==> src/spvc_pkg.sv <==
// ============================================================================
// spvc_pkg - shared constants and types of the six-axis PID velocity controller
// Field widths, tuning word layout and the pipeline control bundle.
// ============================================================================
`default_nettype none

package spvc_pkg;

    // Number of lanes that the word carries (one per axis field)
    localparam int NUM_LANES = 6;

    // Defaults of the top-level parameters
    localparam int AXES_DEF  = 6;
    localparam int INT_W_DEF = 32;

    // Payload widths
    localparam int VEL_W     = 16;
    localparam int THR_W     = 24;
    localparam int GAIN_W    = 16;
    localparam int FRAC_BITS = 8;

    // Configuration port
    localparam int CFG_W     = 64;
    localparam int CFG_IDX_W = 3;

    // Register index of the first tuning word; axis k sits at base + k
    localparam int REG_AXIS_TUNING_BASE = 0;

    // Tuning word layout
    localparam int SP_LSB = 0;
    localparam int KP_LSB = 16;
    localparam int KI_LSB = 32;
    localparam int KD_LSB = 48;

    // Product widths that do not depend on the integral width
    localparam int PROD_P_W = GAIN_W + VEL_W;
    localparam int PROD_D_W = GAIN_W + VEL_W + 1;

    typedef struct packed {
        logic acc;   // input word accepted this cycle
        logic en1;   // first stage may load
        logic en2;   // product stage may load
        logic en3;   // output register may load
        logic v2;    // product stage holds a valid word
    } t_pipe_ctl;

endpackage

`default_nettype wire

==> src/spvc_lane.sv <==
// ============================================================================
// spvc_lane - one PID axis lane
// Error, saturating integral and difference on accept; three gain products
// in the following stage.
// ============================================================================
`default_nettype none

module spvc_lane #(
    parameter int INT_W = spvc_pkg::INT_W_DEF
) (
    input  wire logic                                   i_clk,
    input  wire logic                                   i_rst_n,
    input  wire spvc_pkg::t_pipe_ctl                    i_ctl,
    input  wire logic [spvc_pkg::CFG_W-1:0]             i_tuning,
    input  wire logic signed [spvc_pkg::VEL_W-1:0]      i_velocity,
    output logic signed [spvc_pkg::PROD_P_W-1:0]        o_prod_p,
    output logic signed [INT_W+spvc_pkg::GAIN_W-1:0]    o_prod_i,
    output logic signed [spvc_pkg::PROD_D_W-1:0]        o_prod_d
);
    import spvc_pkg::*;

    logic signed [GAIN_W-1:0] w_sp;
    logic signed [GAIN_W-1:0] w_kp;
    logic signed [GAIN_W-1:0] w_ki;
    logic signed [GAIN_W-1:0] w_kd;

    logic [VEL_W:0]           w_err_full;
    logic signed [VEL_W-1:0]  w_err;
    logic [INT_W:0]           w_int_full;
    logic signed [INT_W-1:0]  w_int_new;
    logic signed [VEL_W:0]    w_diff;

    // State doubles as the first stage: it holds this word's error and
    // integral until the next accept, which moves the stage on at once.
    logic signed [INT_W-1:0]  r_int_sum;
    logic signed [VEL_W-1:0]  r_prev_err;
    logic signed [VEL_W:0]    r_diff;

    logic signed [PROD_P_W-1:0]     r_prod_p;
    logic signed [INT_W+GAIN_W-1:0] r_prod_i;
    logic signed [PROD_D_W-1:0]     r_prod_d;

    assign w_sp = i_tuning[SP_LSB +: GAIN_W];
    assign w_kp = i_tuning[KP_LSB +: GAIN_W];
    assign w_ki = i_tuning[KI_LSB +: GAIN_W];
    assign w_kd = i_tuning[KD_LSB +: GAIN_W];

    always_comb begin
        w_err_full = {w_sp[GAIN_W-1], w_sp} - {i_velocity[VEL_W-1], i_velocity};
        // clamp to 16 bits when the two top bits disagree
        if (w_err_full[VEL_W] != w_err_full[VEL_W-1]) begin
            w_err = {w_err_full[VEL_W], {(VEL_W-1){~w_err_full[VEL_W]}}};
        end else begin
            w_err = w_err_full[VEL_W-1:0];
        end

        w_int_full = {r_int_sum[INT_W-1], r_int_sum}
                   + {{(INT_W+1-VEL_W){w_err[VEL_W-1]}}, w_err};
        if (w_int_full[INT_W] != w_int_full[INT_W-1]) begin
            w_int_new = {w_int_full[INT_W], {(INT_W-1){~w_int_full[INT_W]}}};
        end else begin
            w_int_new = w_int_full[INT_W-1:0];
        end

        w_diff = {w_err[VEL_W-1], w_err} - {r_prev_err[VEL_W-1], r_prev_err};
    end

    always_ff @(posedge i_clk) begin
        if (!i_rst_n) begin
            r_int_sum  <= '0;
            r_prev_err <= '0;
        end else if (i_ctl.acc) begin
            r_int_sum  <= w_int_new;
            r_prev_err <= w_err;
        end
    end

    always_ff @(posedge i_clk) begin
        if (i_ctl.acc) begin
            r_diff <= w_diff;
        end
    end

    always_ff @(posedge i_clk) begin
        if (i_ctl.en2) begin
            r_prod_p <= PROD_P_W'(w_kp) * PROD_P_W'(r_prev_err);
            r_prod_i <= (INT_W+GAIN_W)'(w_ki) * (INT_W+GAIN_W)'(r_int_sum);
            r_prod_d <= PROD_D_W'(w_kd) * PROD_D_W'(r_diff);
        end
    end

    assign o_prod_p = r_prod_p;
    assign o_prod_i = r_prod_i;
    assign o_prod_d = r_prod_d;

endmodule

`default_nettype wire

==> config.mk <==
export PLATFORM = sky130hd
export DESIGN_NAME = spvc_lane
export DESIGN_NICKNAME = d
export VERILOG_FILES = /design/src/spvc_pkg.sv /design/src/spvc_lane.sv
export SDC_FILE = /design/constraint.sdc
export NUM_CORES = 2
export LEC_CHECK = 0
export BUFFER_PORTS_ARGS = -buffer_cell sky130_fd_sc_hd__buf_2
export CORE_MARGIN = 3
export CORE_UTILIZATION = 59
export CTS_CLUSTER_DIAMETER = 100
export DETAILED_ROUTE_END_ITERATION = 10
export PLACE_DENSITY = 0.88
export SETUP_SLACK_MARGIN = 0.05
export SLEW_MARGIN = 20
export SYNTH_ARGS = -nofsm -noshare
export SYNTH_HDL_FRONTEND = slang
export SYNTH_SLANG_ARGS = --single-unit
==> constraint.sdc <==
create_clock -name i_clk -period 5.8 [get_ports i_clk]
set_input_delay 0.29 -clock i_clk [delete_from_list [all_inputs] [get_ports i_clk]]
set_output_delay 0.29 -clock i_clk [all_outputs]
set_load 0.02 [all_outputs]
==> impl_metrics.ini <==
[logic_synthesis]
synth_flop_cell = edfxtp_1
synthesis.nets = 6476
ys_seq_area_share_pct = 10.5
avgSynthCellArea_sq_um = 9.26
netlist_instances = 5016
ys_warn_count = 0
synth-edff-count = 130
syn_area_sq_um = 46400
yosysTopAreaCell = fa_1
synthTopCellsByArea = fa_1 (44%), inv_1 (9.8%), ha_1 (9.3%)
async_flop_share_pct = 0
synthDistinctLibCells = 75
ys_ff_latch = 178
yosys.area.top_type_share_pct = 44.3

[floorplan]
dieArea_sq_um = 82100
io_pins = 200
core.rowCount = 102
fp.dieH_microns = 287
fp.dieW_microns = 287
start_util_pct = 59.8
core-area_sq_um = 77700

[sta]
post-route-period-util_pct = 116
slew_headroom_pct = 37.6
worstMarginPinSlew_ns = 0.936
finalHoldViolations = 0
fin_crit_ns = 6.74
setup_viol = 58
clock.fmax_ghz = 0.148
finalClockSkew_ns = 0.0268
drv_slew = 0
rsz0062_at_grt = yes
finalSetupTns_ns = -24.60
timing.final.ws_setup_ns = -0.941

[status]
violations = negative setup slack
status = finished, violations left

[setup_path]
endpoint_kind = register
worst-path-max-fanout = 6
path_class = register to register
cp.required_ns = 6.08
cp_data_arrival_time_ns = 7.02
cp-start-kind = register

[cts]
cts_tree = built
insertion_delay_ns = 0.54
cts_buffers = 17
cts_root_buf = clkbuf_16
path_clk_slew_ns = 0.10
clk_path_buf_depth = 2
h-tree-depth = 4
cts.sinks = 178

[route]
vias = 40166
antenna_left = 0
route.detailed.drc = 0
routed_wl_mm = 148
first_pass_iters = 6
wl_per_cell_microns = 21.3
via_per_inst = 5.81
drtIter0Drc = 3739

[global_routing]
grt_overflow = 0
grt_use_total_pct = 34.1
grt_max_degree = 70
antenna_found_initial = 14
grt_pass1_wl_mm = 220
first_global_vias = 43568

[final_layout]
final_common_cell = inv_1
area_delta_synth_final_pct = 23.2
most-common-layout-cells = inv_1 (1160), fa_1 (988), buf_4 (701)
drive_gt1_share_pct = 24.8
final_util_pct = 73.6
fill_cells = 4624
nNetsFinal = 7310

[place]
place.gp.congestion = 0.949
dp_hpwl_mm = 106
place_ws_ns = -0.834
io_buffers = 196

[min_path]
worstHoldPathType = input pin to register

[job]
maxCapViolCount = 0
## stage by stage
step	cells	area (sq um)	hold slack, ns
finish	6912	57200	0.260
global route	6905	57200	0.285
CTS	6835	55700	0.258
detailed placement	6742	53800	0.668
global placement	6742	53800	0.622
floorplan	5016	47500	0.402
## cell families (layout without fill, tap and decap cells)
group,count (synthesis),in the layout,share of synthesized area [%]
other,0,9,0
XOR/XNOR,178,178,3.36
adder cells (fa/ha/maj),1373,1373,53.6
flip-flops,178,178,10.5
AND/OR/NAND/NOR,1373,1373,14.1
buffers and inverters,1399,2246,11.4
AO/OA/AOI/OAI,515,515,7.18
## cells in the mapped netlist (6+ instances only)
cell / n
o211ai_1: 6
nor2b_1: 24
nand4_1: 12
or3_1: 8
dfxtp_1: 48
and2_1: 398
xnor2_1: 133
nor2_1: 148
a21oi_1: 155
o21bai_1: 22
o211a_1: 6
a31oi_1: 13
a21o_1: 65
nand2b_1: 34
o21ai_0: 90
fa_1: 1027
and3_1: 14
clkbuf_1: 178
a211o_1: 6
xor2_1: 45
a22o_1: 14
ha_1: 346
o31ai_1: 7
o21ai_1: 24
a211oi_1: 18
inv_1: 1210
o21a_1: 27
nand3_1: 26
edfxtp_1: 130
nand2_1: 662
nor3_1: 28
o22ai_1: 6
## flip-flops by register name, summed over array words and instances (netlist names)
register,cells
r_prev_err,16
o_prod_d,33
o_prod_p,32
o_prod_i,48
r_int_sum,32
r_diff,17
## critical path, cell delays in order, from the launching register on
cell	delay [ns]
dfxtp_4	0.43
nand2_1	0.10
fa_1	0.56
inv_2	0.05
fa_1	0.65
inv_1	0.16
fa_1	0.50
fa_1	0.54
inv_2	0.06
fa_1	0.49
fa_1	0.58
ha_4	0.23
a21o_1	0.21
a21oi_4	0.42
a31oi_4	0.24
o31a_1	0.37
or4_4	0.45
a31o_1	0.20
a21oi_2	0.13
xnor2_1	0.09
## cell type report
class | count | area [sq um] | share of cell area [%]
clock buffers | 17 | 425 | 0.743
diodes | 9 | 22.5 | 0.0394
repair buffers | 1002 | 7680 | 13.4
clock inverters | 15 | 161 | 0.282
multi-input cells | 3439 | 38100 | 66.5
inverters | 1212 | 4550 | 7.96
well taps | 1040 | 1300 | 2.27
flip-flops and latches | 178 | 5000 | 8.74
## what timing repair did
action,CTS,global route
setup buffers,65,73
pin swaps,127,218
endpoints found under the setup margin,93,102
gates resized for setup,233,257
hold buffers,0,0
## per-layer routing
layer,GRT usage [%],vias to the layer above,part of all wire (%)
met1,39.9,19660,33
li1,-,16668,-
met3,8.05,1054,11
met5,0,-,0.056
met4,19.2,14,8.0
met2,57.9,2770,48
## final timing paths
check / from / endpoint / cells past startpoint / slack, ns
setup / recovery: r_prev_err[1]$_SDFFE_PN0P_ / o_prod_p[24]$_DFFE_PP_ / 19 / -0.94
hold / removal: i_ctl[2] / o_prod_p[30]$_DFFE_PP_ / 1 / 0.26
setup reg to reg: r_prev_err[1]$_SDFFE_PN0P_ / o_prod_p[24]$_DFFE_PP_ / 19 / -0.94
hold reg to reg: r_prev_err[13]$_SDFFE_PN0P_ / r_prev_err[13]$_SDFFE_PN0P_ / 3 / 0.69
Power is not shown: default switching activity piles up to over one toggle a cycle in this logic, so the estimate is an artifact.
