### config.mk
export PLATFORM = sky130hd
export DESIGN_NAME = spvc_merge
export DESIGN_NICKNAME = d
export VERILOG_FILES = /design/src/spvc_pkg.sv /design/src/spvc_merge.sv
export SDC_FILE = /design/constraint.sdc
export NUM_CORES = 1
export LEC_CHECK = 0
export BUFFER_PORTS_ARGS = -buffer_cell sky130_fd_sc_hd__buf_4
export CAP_MARGIN = 20
export CORE_AREA = 2 2 327 329
export CTS_BUF_LIST = sky130_fd_sc_hd__clkbuf_4 sky130_fd_sc_hd__clkbuf_8
export DETAILED_ROUTE_END_ITERATION = 12
export DIE_AREA = 0 0 329 331
export PLACE_DENSITY = 0.58
export SETUP_SLACK_MARGIN = 0.1
export SLEW_MARGIN = 15
export SYNTH_ARGS = -nofsm -noshare
export SYNTH_HDL_FRONTEND = slang
export SYNTH_SLANG_ARGS = --single-unit
### constraint.sdc
create_clock -name i_clk -period 5.65 [get_ports i_clk]
set_input_delay 0.2825 -clock i_clk [delete_from_list [all_inputs] [get_ports i_clk]]
set_output_delay 0.2825 -clock i_clk [all_outputs]
set_load 0.02 [all_outputs]
### src/spvc_pkg.sv
// ============================================================================
// spvc_pkg - shared constants and types of the six-axis PID velocity controller
// Field widths, tuning word layout and the pipeline control bundle.
// ============================================================================
`default_nettype none

package spvc_pkg;

    // Number of lanes that the word carries (one per axis field)
    localparam int NUM_LANES = 6;

    // Defaults of the top-level parameters
    localparam int AXES_DEF  = 6;
    localparam int INT_W_DEF = 32;

    // Payload widths
    localparam int VEL_W     = 16;
    localparam int THR_W     = 24;
    localparam int GAIN_W    = 16;
    localparam int FRAC_BITS = 8;

    // Configuration port
    localparam int CFG_W     = 64;
    localparam int CFG_IDX_W = 3;

    // Register index of the first tuning word; axis k sits at base + k
    localparam int REG_AXIS_TUNING_BASE = 0;

    // Tuning word layout
    localparam int SP_LSB = 0;
    localparam int KP_LSB = 16;
    localparam int KI_LSB = 32;
    localparam int KD_LSB = 48;

    // Product widths that do not depend on the integral width
    localparam int PROD_P_W = GAIN_W + VEL_W;
    localparam int PROD_D_W = GAIN_W + VEL_W + 1;

    typedef struct packed {
        logic acc;   // input word accepted this cycle
        logic en1;   // first stage may load
        logic en2;   // product stage may load
        logic en3;   // output register may load
        logic v2;    // product stage holds a valid word
    } t_pipe_ctl;

endpackage

`default_nettype wire

### src/spvc_merge.sv
// ============================================================================
// spvc_merge - lane merge and output register
// Sums each lane's products, scales, saturates to 24 bits and registers the
// thrust word.
// ============================================================================
`default_nettype none

module spvc_merge #(
    parameter int INT_W = spvc_pkg::INT_W_DEF
) (
    input  wire logic                                 i_clk,
    input  wire logic                                 i_rst_n,
    input  wire spvc_pkg::t_pipe_ctl                  i_ctl,
    input  wire logic signed [spvc_pkg::PROD_P_W-1:0] i_prod_p [spvc_pkg::NUM_LANES],
    input  wire logic signed [INT_W+spvc_pkg::GAIN_W-1:0]
                                                      i_prod_i [spvc_pkg::NUM_LANES],
    input  wire logic signed [spvc_pkg::PROD_D_W-1:0] i_prod_d [spvc_pkg::NUM_LANES],
    output logic                                      o_valid,
    output logic signed [spvc_pkg::THR_W-1:0]         o_thrust [spvc_pkg::NUM_LANES]
);
    import spvc_pkg::*;

    localparam int ACC_W = INT_W + GAIN_W + 2;

    logic                    r_valid;
    logic signed [THR_W-1:0] r_thrust [NUM_LANES];

    always_ff @(posedge i_clk) begin
        if (!i_rst_n) begin
            r_valid <= 1'b0;
        end else if (i_ctl.en3) begin
            r_valid <= i_ctl.v2;
        end
    end

    for (genvar k = 0; k < NUM_LANES; k++) begin : g_lane
        logic signed [ACC_W-1:0] w_sum;
        logic signed [ACC_W-1:0] w_sh;
        logic                    w_fits;

        always_comb begin
            w_sum  = ACC_W'(i_prod_p[k]) + ACC_W'(i_prod_i[k]) + ACC_W'(i_prod_d[k]);
            w_sh   = w_sum >>> FRAC_BITS;
            w_fits = (&w_sh[ACC_W-1:THR_W-1]) | ~(|w_sh[ACC_W-1:THR_W-1]);
        end

        always_ff @(posedge i_clk) begin
            if (i_ctl.en3) begin
                r_thrust[k] <= w_fits ? w_sh[THR_W-1:0]
                                      : {w_sh[ACC_W-1], {(THR_W-1){~w_sh[ACC_W-1]}}};
            end
        end

        assign o_thrust[k] = r_thrust[k];
    end

    assign o_valid = r_valid;

endmodule

`default_nettype wire

==> results of run 1 <==
==> per-layer routing <==
| metal | global-route usage, % | wire [um] | up-vias |
|---|---|---|---|
| met2 | 37.9 | 59900 | 964 |
| met1 | 29.0 | 54700 | 14600 |
| li1 | - | - | 14300 |
| met4 | 7.77 | 4170 | 0 |
| met3 | 3.49 | 6640 | 122 |
| met5 | 0 | 0 | - |
==> kinds of logic after synthesis <==
group           Yosys count  share of synthesized area, %
buf+inv                 379                          5.05
fa+ha+maj               570                          31.3
simple gates            991                          16.5
mux                      84                          2.92
compound gates         1098                          23.1
flops                   145                          14.7
xor+xnor                221                          6.54
==> metrics by stage <==
step | cell area (um2) | cells | hold slack (ns) | total power [mW] | setup WS (ns)
after floorplan | 29600 | 3488 | 0.395 | 6.53 | 1.33
after global placement | 37500 | 5618 | 0.500 | 9.43 | 0.229
after detailed placement | 37500 | 5618 | 0.512 | 9.44 | 0.233
after CTS | 37900 | 5652 | 0.0749 | 10.5 | 0.905
after global routing | 37900 | 5655 | 0.0973 | 11.3 | 0.626
final | 37900 | 5657 | 0.137 | 10.5 | 0.855
==> Yosys cell counts, types with 22 or more instances <==
cell type and number:
sky130_fd_sc_hd__a31oi_1 42, sky130_fd_sc_hd__nor3_1 62, sky130_fd_sc_hd__nand2_1 318, sky130_fd_sc_hd__a21oi_1 379, sky130_fd_sc_hd__xnor2_1 106, sky130_fd_sc_hd__edfxtp_1 144
sky130_fd_sc_hd__nand3_1 63, sky130_fd_sc_hd__a21o_1 109, sky130_fd_sc_hd__o21a_1 35, sky130_fd_sc_hd__o211ai_1 37, sky130_fd_sc_hd__o21bai_1 31, sky130_fd_sc_hd__mux2i_1 76
sky130_fd_sc_hd__inv_1 237, sky130_fd_sc_hd__and2_1 22, sky130_fd_sc_hd__ha_1 288, sky130_fd_sc_hd__clkbuf_1 116, sky130_fd_sc_hd__o21ai_0 210, sky130_fd_sc_hd__nor4_1 32
sky130_fd_sc_hd__and3_1 36, sky130_fd_sc_hd__nor2_1 211, sky130_fd_sc_hd__fa_1 282, sky130_fd_sc_hd__nand4_1 112, sky130_fd_sc_hd__xor2_1 115, sky130_fd_sc_hd__a211oi_1 34
sky130_fd_sc_hd__o21ai_1 51
==> worst reg2reg max path, cell delays in order (launching register included) <==
cell	delay, ns
sky130_fd_sc_hd__dfxtp_1	0.33
sky130_fd_sc_hd__mux2i_1	0.13
sky130_fd_sc_hd__nor2b_1	0.06
sky130_fd_sc_hd__dlygate4sd3_1	0.55
==> state kept, by name, indices dropped and copies added, names as in the netlist <==
signal,count
o_valid,1
r_thrust,144
==> path summary, 6_finish.rpt <==
check,to,slack [ns]
min,r_thrust[4][23]$_DFFE_PP_,0.14
min reg2reg,o_valid$_SDFFE_PN0P_,1.08
max reg2reg,o_valid$_SDFFE_PN0P_,4.49
max,r_thrust[0][22]$_DFFE_PP_,0.85
==> report_power, final <==
group | switching, mW | internal [mW]
Combinational | 4.79 | 3.05
Sequential | 0.0919 | 1.59
Clock | 0.611 | 0.359
Total | 5.50 | 5.00
==> cells in the final DEF (no fill, tap or decap), types with 10 or more instances in the layout <==
master | synthesis | routed
sky130_fd_sc_hd__a211o_1 | 13 | 13
sky130_fd_sc_hd__a211oi_1 | 34 | 34
sky130_fd_sc_hd__a21boi_0 | 11 | 11
sky130_fd_sc_hd__a21o_1 | 109 | 109
sky130_fd_sc_hd__a21oi_1 | 379 | 379
sky130_fd_sc_hd__a221oi_1 | 13 | 13
sky130_fd_sc_hd__a22oi_1 | 10 | 10
sky130_fd_sc_hd__a31oi_1 | 42 | 42
sky130_fd_sc_hd__and2_1 | 22 | 22
sky130_fd_sc_hd__and3_1 | 36 | 36
sky130_fd_sc_hd__and4_1 | 17 | 17
sky130_fd_sc_hd__buf_4 | 1 | 876
sky130_fd_sc_hd__clkbuf_8 | 0 | 17
sky130_fd_sc_hd__edfxtp_1 | 144 | 144
sky130_fd_sc_hd__fa_1 | 282 | 282
sky130_fd_sc_hd__ha_1 | 288 | 288
sky130_fd_sc_hd__inv_1 | 237 | 237
sky130_fd_sc_hd__mux2i_1 | 76 | 76
sky130_fd_sc_hd__nand2_1 | 318 | 318
sky130_fd_sc_hd__nand2b_1 | 21 | 21
sky130_fd_sc_hd__nand3_1 | 63 | 63
sky130_fd_sc_hd__nand4_1 | 112 | 112
sky130_fd_sc_hd__nor2_1 | 211 | 211
sky130_fd_sc_hd__nor2b_1 | 21 | 21
sky130_fd_sc_hd__nor3_1 | 62 | 62
sky130_fd_sc_hd__nor4_1 | 32 | 31
sky130_fd_sc_hd__o211ai_1 | 37 | 37
sky130_fd_sc_hd__o21a_1 | 35 | 35
sky130_fd_sc_hd__o21ai_0 | 210 | 210
sky130_fd_sc_hd__o21ai_1 | 51 | 50
sky130_fd_sc_hd__o21bai_1 | 31 | 31
sky130_fd_sc_hd__o31ai_1 | 12 | 12
sky130_fd_sc_hd__or3_1 | 14 | 14
sky130_fd_sc_hd__or4_1 | 13 | 13
sky130_fd_sc_hd__xnor2_1 | 106 | 106
sky130_fd_sc_hd__xor2_1 | 115 | 115
==> cell type report <==
type / instances / area (um2) / share of cell area [%]
Sequential cell: 145 / 4340 / 11.5
Tap cell: 1391 / 1740 / 4.59
Clock inverter: 15 / 148 / 0.390
Timing Repair Buffer: 883 / 6690 / 17.7
Antenna cell: 5 / 12.5 / 0.0330
Multi-Input combinational cell: 2964 / 23800 / 62.9
Clock buffer: 17 / 234 / 0.618
Inverter: 237 / 890 / 2.35
==> what timing repair did <==
item                                   in CTS  in global routing
hold buffers                                2                  0
endpoints found under the hold margin       1                  0
buffers inserted                            0                  0
==> qor_table.md, run 1 <==
| Step | Result | This run |
| --- | --- | --- |
| clock network | Clock buffer depth | 2 |
| synth | Post-synthesis instance total | 3,488 |
| clock network | Number of sinks handled by clock tree synthesis | 145 |
| worst setup path | Largest driver fanout on the critical path | 23 |
| worst setup path | Type of origin of the critical path | primary input |
| power | Power density normalized to cell area | 277 nW/um2 |
| power | Max VDD drop | 0.000171 V |
| floorplanning | Die span in y | 331 um |
| worst setup path | Worst Path Arrival | 5.11 ns |
| sta | Fin. Hold Viols | 0 |
| worst setup path | Buf+Inv Stages, Crit Path | 4 |
| sta | Final-report max-slew violation count | 0 |
| global route | Pin count of the biggest net entering global routing | 98 |
| global route | First-pass GRT wire length | 185,000 um |
| synth | Syn_area_per_cell | 8.49 um2 |
| clock network | Num CTS Buffers | 17 |
| synth | Primary flip-flop cell chosen by synthesis mapping | sky130_fd_sc_hd__edfxtp_1 |
| synth | Yosys top cell by area | sky130_fd_sc_hd__fa_1 |
| final layout | Area Growth Syn to Fin | 28.0% |
| synth | Synth area leaders | sky130_fd_sc_hd__fa_1 19%, sky130_fd_sc_hd__edfxtp_1 15%, sky130_fd_sc_hd__ha_1 12% |
| outcome | Status | finished clean |
| sta | Clock Skew | 0 ns |
| clock network | TritonCTS clock tree | done |
| worst setup path | Capturing element type of the critical path | flip-flop |
| synth | Fraction of registers with async set/reset | 0% |
| place | Dpl hpwl | 109,000 um |
| clock network | Clock latency at the later pin of the worst-skew pair | 0.59 ns |
| hold path | Hold path start | i_ctl[1] |
| worst setup path | Classification of the worst setup path | in2reg |
| detailed routing | Post-route ant nets | 0 |
| detailed routing | Post-DR wirelength/cell | 22.2 um |
| synth | Portion of synthesized cell area occupied by the leading cell type | 19.1% |
| final layout | Fillers | 11,000 |
| hold path | Worst hold path depth | 1 |
| global route | Total routing resource utilization after global routing | 22.4% |
| synth | #FFs+latches synth | 145 |
| global route | Number of global-route vias before repair | 29,900 |
| synth | Area of the mapped netlist | 29,600 um2 |
| clock network | Clock transition time at the flip-flop clock pins of the worst setup and hold paths | 0.10 ns |
| sta | Portion of the clock cycle consumed by the worst path in the final layout | 84.9% |
| synth | Count of distinct cell types in the synthesized netlist | 91 |
| sta | Setup violations, final | 0 |
| worst setup path | Most numerous cell on the critical path | sky130_fd_sc_hd__a21oi_1 |
| sta | Slew margin rel. | 33.7% |
| worst setup path | Worst endpoint required time | 5.96 ns |
| worst setup path | CP cell instances | buf_4, inv_1, fa_1, inv_1, ha_1, a21oi_1, o21ai_0, a211oi_1, a21oi_1, or2_1, a31oi_1, nand3_1, o311a_1, or4_1, o41ai_4, buf_12, a21oi_1 |
| worst setup path | Kind of cell adding the most delay to the critical path | compound AO/OA/AOI/OAI gates |
| synth | Mapped Nets | 4,743 |
| sta | Setup TNS | 0 ns |
| sta | RSZ-0062 raised after global routing | no |
| worst setup path | WP depth | 17 |
| worst setup path | Slowest cell on crit path | sky130_fd_sc_hd__a211oi_1 |
| sta | Upper clock frequency limit | 0.209 GHz |
| job | Reported max-cap violation count | 0 |
| clock network | Cts repair resizes | 0 |
| sta | Transition time of the tightest slew-check pin | 0.986 ns |
| floorplanning | Row Count | 119 |
| clock network | Clock Tree Root | sky130_fd_sc_hd__clkbuf_8 |
| place | Routability Congestion | 0.964 |
| sta | Final critical delay including setup and external delays | 4.80 ns |
| synth | Number of warnings issued by yosys | 0 |
| synth | Count of flip-flops with a built-in enable after synthesis | 144 |
| detailed routing | Iter 0 DRT Violations | 2,107 |
| floorplanning | Horizontal extent of the die | 329 um |
| floorplanning | Initial core utilization | 28.2% |
| worst setup path | Largest stage delay on the critical path | 0.68 ns |
| detailed routing | Detailed-route via count | 30,000 |
| worst setup path | Crit path launch | i_prod_p[165] |
| global route | Total congestion overflow after global routing | 0 |
| final layout | Final cell utilization of the core | 36.1% |
| floorplanning | Total Die Area | 109,000 um2 |
| detailed routing | Total Wirelength | 125,000 um |
| detailed routing | Detailed-routing iteration count for the pre-antenna-repair pass | 6 |
| worst setup path | Startpoint of the lowest-slack register-to-register path | o_valid$_SDFFE_PN0P_ |
| power | Leakage | 16.9 nW |
| hold path | Type of the tightest min-delay check | in2reg |
| clock network | Number of H-tree levels | 4 |
| detailed routing | Vias per Instance | 5.30 |
| synth | Register area share after synthesis | 14.7% |
| global route | Number of antenna violations at the first check in global routing | 5 |
| detailed routing | Post-detailed-route DRC marker count | 0 |
| floorplanning | Core Region | 105,000 um2 |
| final layout | Number of nets at the end of the flow | 5,503 |
| final layout | Share of layout cells above drive strength 1 | 22.3% |
| place | Number of buffers inserted by port buffering | 826 |
| worst setup path | Depth of the most critical reg-to-reg path | 3 |
| floorplanning | Top-level I/O count | 830 |
Power figures use the tool's default switching activity.
==> run 2, diff against run 1 <==
==> constraint.sdc (replaced) <==
create_clock -name i_clk -period 4.53 [get_ports i_clk]
set_input_delay 0.2265 -clock i_clk [delete_from_list [all_inputs] [get_ports i_clk]]
set_output_delay 0.2265 -clock i_clk [all_outputs]
set_load 0.02 [all_outputs]
==> run 2 against run 1 <==
Against the previous run:
- register-to-register slack worse by 1.1 ns
- die area unchanged
- core utilization up 3.4 points
- first-iteration DRC count grew 2.0%
- worst hold slack got worse by 0.052 ns
- non-clock buffer count grew 451
- final cell count increased by 8.0%
- via count rose by 5.5%
- clock skew unchanged
- power grew 37%
- largest power group unchanged
==> qor_table.md, run 2 (synthesis gave the netlist of run 1 again) <==
| Step | Result | This run |
| --- | --- | --- |
| sta | Final critical delay including setup and external delays | 4.37 ns |
| worst setup path | Startpoint of the lowest-slack register-to-register path | o_valid$_SDFFE_PN0P_ |
| worst setup path | Capturing element type of the critical path | flip-flop |
| power | Clock network fraction of design power | 8.6% |
| place | Dpl hpwl | 113,000 um |
| final layout | Commonest cells after routing, fill and taps aside | 1,320 x sky130_fd_sc_hd__buf_4, 376 x sky130_fd_sc_hd__a21oi_1, 318 x sky130_fd_sc_hd__nand2_1 |
| detailed routing | Post-detailed-route DRC marker count | 0 |
| sta | Setup violations, final | 0 |
| global route | Total congestion overflow after global routing | 0 |
| final layout | Share of layout cells above drive strength 1 | 30.0% |
| clock network | Number of sinks handled by clock tree synthesis | 145 |
| floorplanning | Initial core utilization | 28.2% |
| detailed routing | Detailed-route via count | 31,600 |
| power | Power density normalized to cell area | 346 nW/um2 |
| power | Fraction of power spent switching nets | 49.2% |
| hold path | Hold endpoint | r_thrust[4][14]$_DFFE_PP_ |
| sta | Transition time of the tightest slew-check pin | 0.733 ns |
| worst setup path | Type of origin of the critical path | primary input |
| detailed routing | Detailed-routing iteration count for the pre-antenna-repair pass | 5 |
| sta | Portion of the clock cycle consumed by the worst path in the final layout | 96.5% |
| power | Max VDD drop | 0.000159 V |
| worst setup path | Classification of the worst setup path | in2reg |
| global route | Met1 capacity usage during global routing | 29.7% |
| final layout | Final cell utilization of the core | 39.5% |
| sta | RSZ-0062 raised after global routing | no |
| final layout | Area Growth Syn to Fin | 40.0% |
| power | Register share of total power | 14.8% |
| worst setup path | Worst R2R Setup Slack | 3.39 ns |
| worst setup path | Worst endpoint required time | 4.86 ns |
| outcome | Status | finished clean |
| detailed routing | Total Wirelength | 128,000 um |
| hold path | Type of the tightest min-delay check | in2reg |
| job | Reported max-cap violation count | 0 |
| final layout | Register with the most flip-flops | r_thrust |
| clock network | Number of H-tree levels | 4 |
| detailed routing | Iter 0 DRT Violations | 2,150 |
| final layout | Number of nets at the end of the flow | 5,954 |
| detailed routing | Vias per Instance | 5.17 |
| detailed routing | Post-DR wirelength/cell | 21.0 um |
| clock network | Clock buffer depth | 2 |
| power | Leakage | 19.2 nW |
| global route | M2 GR Usage | 39.4% |
| floorplanning | Core Region | 105,000 um2 |
| global route | Gr busiest metal | met2 |
| sta | Fin. Hold Viols | 0 |
| final layout | Most common library cell in the layout ignoring fill and taps | sky130_fd_sc_hd__buf_4 |
| hold path | Hold path start | i_ctl[1] |
| final layout | Fillers | 10,800 |
| clock network | TritonCTS clock tree | done |
| clock network | Clock Tree Root | sky130_fd_sc_hd__clkbuf_8 |
| global route | Total routing resource utilization after global routing | 23.0% |
| sta | Setup TNS | 0 ns |
| floorplanning | Top-level I/O count | 830 |
| power | Comb power frac | 76.6% |
| clock network | Clock latency at the later pin of the worst-skew pair | 0.60 ns |
| global route | Global Route met3 Usage | 3.11% |
| sta | Clock Skew | 0 ns |
| place | Routability Congestion | 0.980 |
| worst setup path | Worst Path Arrival | 4.70 ns |
| clock network | Clock transition time at the flip-flop clock pins of the worst setup and hold paths | 0.10 ns |
| power | Cell internal power dissipation | 7.30 mW |
| sta | WHS | 0.0852 ns |
| floorplanning | Row Count | 119 |
| global route | Pin count of the biggest net entering global routing | 77 |
| place | Number of buffers inserted by port buffering | 826 |
| worst setup path | Depth of the most critical reg-to-reg path | 3 |
| worst setup path | Capture point of the worst reg-to-reg path | o_valid$_SDFFE_PN0P_ |
| floorplanning | Horizontal extent of the die | 329 um |
| hold path | Worst hold path depth | 1 |
| sta | Upper clock frequency limit | 0.229 GHz |
| floorplanning | Die span in y | 331 um |
| power | P_sw | 7.06 mW |
| sta | Slew margin rel. | 51.1% |
| detailed routing | Post-route ant nets | 0 |
| sta | Final-report max-slew violation count | 0 |
| worst setup path | Largest driver fanout on the critical path | 23 |
| clock network | Num CTS Buffers | 17 |
| final layout | Max reg flops | 144 |
| floorplanning | Total Die Area | 109,000 um2 |
| global route | Number of global-route vias before repair | 32,000 |
| global route | First-pass GRT wire length | 191,000 um |
| global route | Number of antenna violations at the first check in global routing | 7 |
run 2: repair_timing:
action                                  CTS  global route
resized for setup                         2            10
pin swaps                                 0             1
hold buffers                              2             0
endpoints found under the setup margin   23            39
setup buffers                             0             1
endpoints found under the hold margin     1             0
run 2: final cells by class:
class / count / area, um2 / share of cell area (%)
multi-input combinational: 2964 / 23900 / 57.6
timing repair buffer: 1334 / 10200 / 24.5
sequential: 145 / 4340 / 10.5
tap: 1391 / 1740 / 4.20
inverter: 237 / 890 / 2.15
clock buffer: 21 / 283 / 0.682
clock inverter: 11 / 124 / 0.299
antenna: 6 / 15.0 / 0.0362
run 2: worst max-delay path by stage:
stage	end	from	cells past startpoint	slack, ns
2_1_floorplan	r_thrust[0][2]$_DFFE_PP_	i_prod_p[166]	14	0.27
3_3_place_gp	r_thrust[0][22]$_DFFE_PP_	i_prod_p[164]	19	-0.64
3_5_place_dp	r_thrust[0][22]$_DFFE_PP_	i_prod_i[246]	19	-0.69
4_1_cts	r_thrust[0][22]$_DFFE_PP_	i_prod_p[169]	16	0.18
5_1_grt	r_thrust[0][22]$_DFFE_PP_	i_prod_p[163]	16	0.08
6_report	r_thrust[0][22]$_DFFE_PP_	i_prod_p[179]	17	0.16
run 2: layer usage:
metal / routed length [um] / vias up
met3: 7080 / 127
met5: 16 / -
met1: 55600 / 15200
met2: 61800 / 1016
met4: 3980 / 2
li1: - / 15200
run 2: per-stage QoR:
step	cells	area, um2	total power, mW	worst slack (ns)
2_1_floorplan	3488	29600	8.14	0.267
3_3_place_gp	6068	40900	13.0	-0.638
3_5_place_dp	6068	40900	13.0	-0.687
4_1_cts	6102	41400	14.3	0.179
5_1_grt	6107	41400	15.5	0.0846
6_report	6109	41400	14.4	0.157
run 2: critical path, cell delays in order:
cell and delay, ns:
sky130_fd_sc_hd__buf_4 0.12, sky130_fd_sc_hd__fa_1 0.50, sky130_fd_sc_hd__buf_4 0.21, sky130_fd_sc_hd__ha_1 0.32
sky130_fd_sc_hd__buf_4 0.18, sky130_fd_sc_hd__nand4_1 0.37, sky130_fd_sc_hd__or4_1 0.54, sky130_fd_sc_hd__a21oi_1 0.23
sky130_fd_sc_hd__o21a_1 0.19, sky130_fd_sc_hd__o21ai_1 0.10, sky130_fd_sc_hd__xnor2_1 0.17, sky130_fd_sc_hd__nor3_1 0.21
sky130_fd_sc_hd__nand4_1 0.10, sky130_fd_sc_hd__or4_1 0.54, sky130_fd_sc_hd__o41ai_4 0.36, sky130_fd_sc_hd__buf_12 0.23
sky130_fd_sc_hd__a21oi_1 0.09
run 2: power groups by stage:
| stage | Combinational, mW | Sequential [mW] | Clock (mW) |
|---|---|---|---|
| 2_1_floorplan | 5.57 | 2.57 | 0 |
| 3_3_place_gp | 10.8 | 2.15 | 0 |
| 3_5_place_dp | 10.8 | 2.15 | 0 |
| 4_1_cts | 10.9 | 2.13 | 1.29 |
| 5_1_grt | 12.0 | 2.16 | 1.32 |
| 6_report | 11.0 | 2.13 | 1.23 |
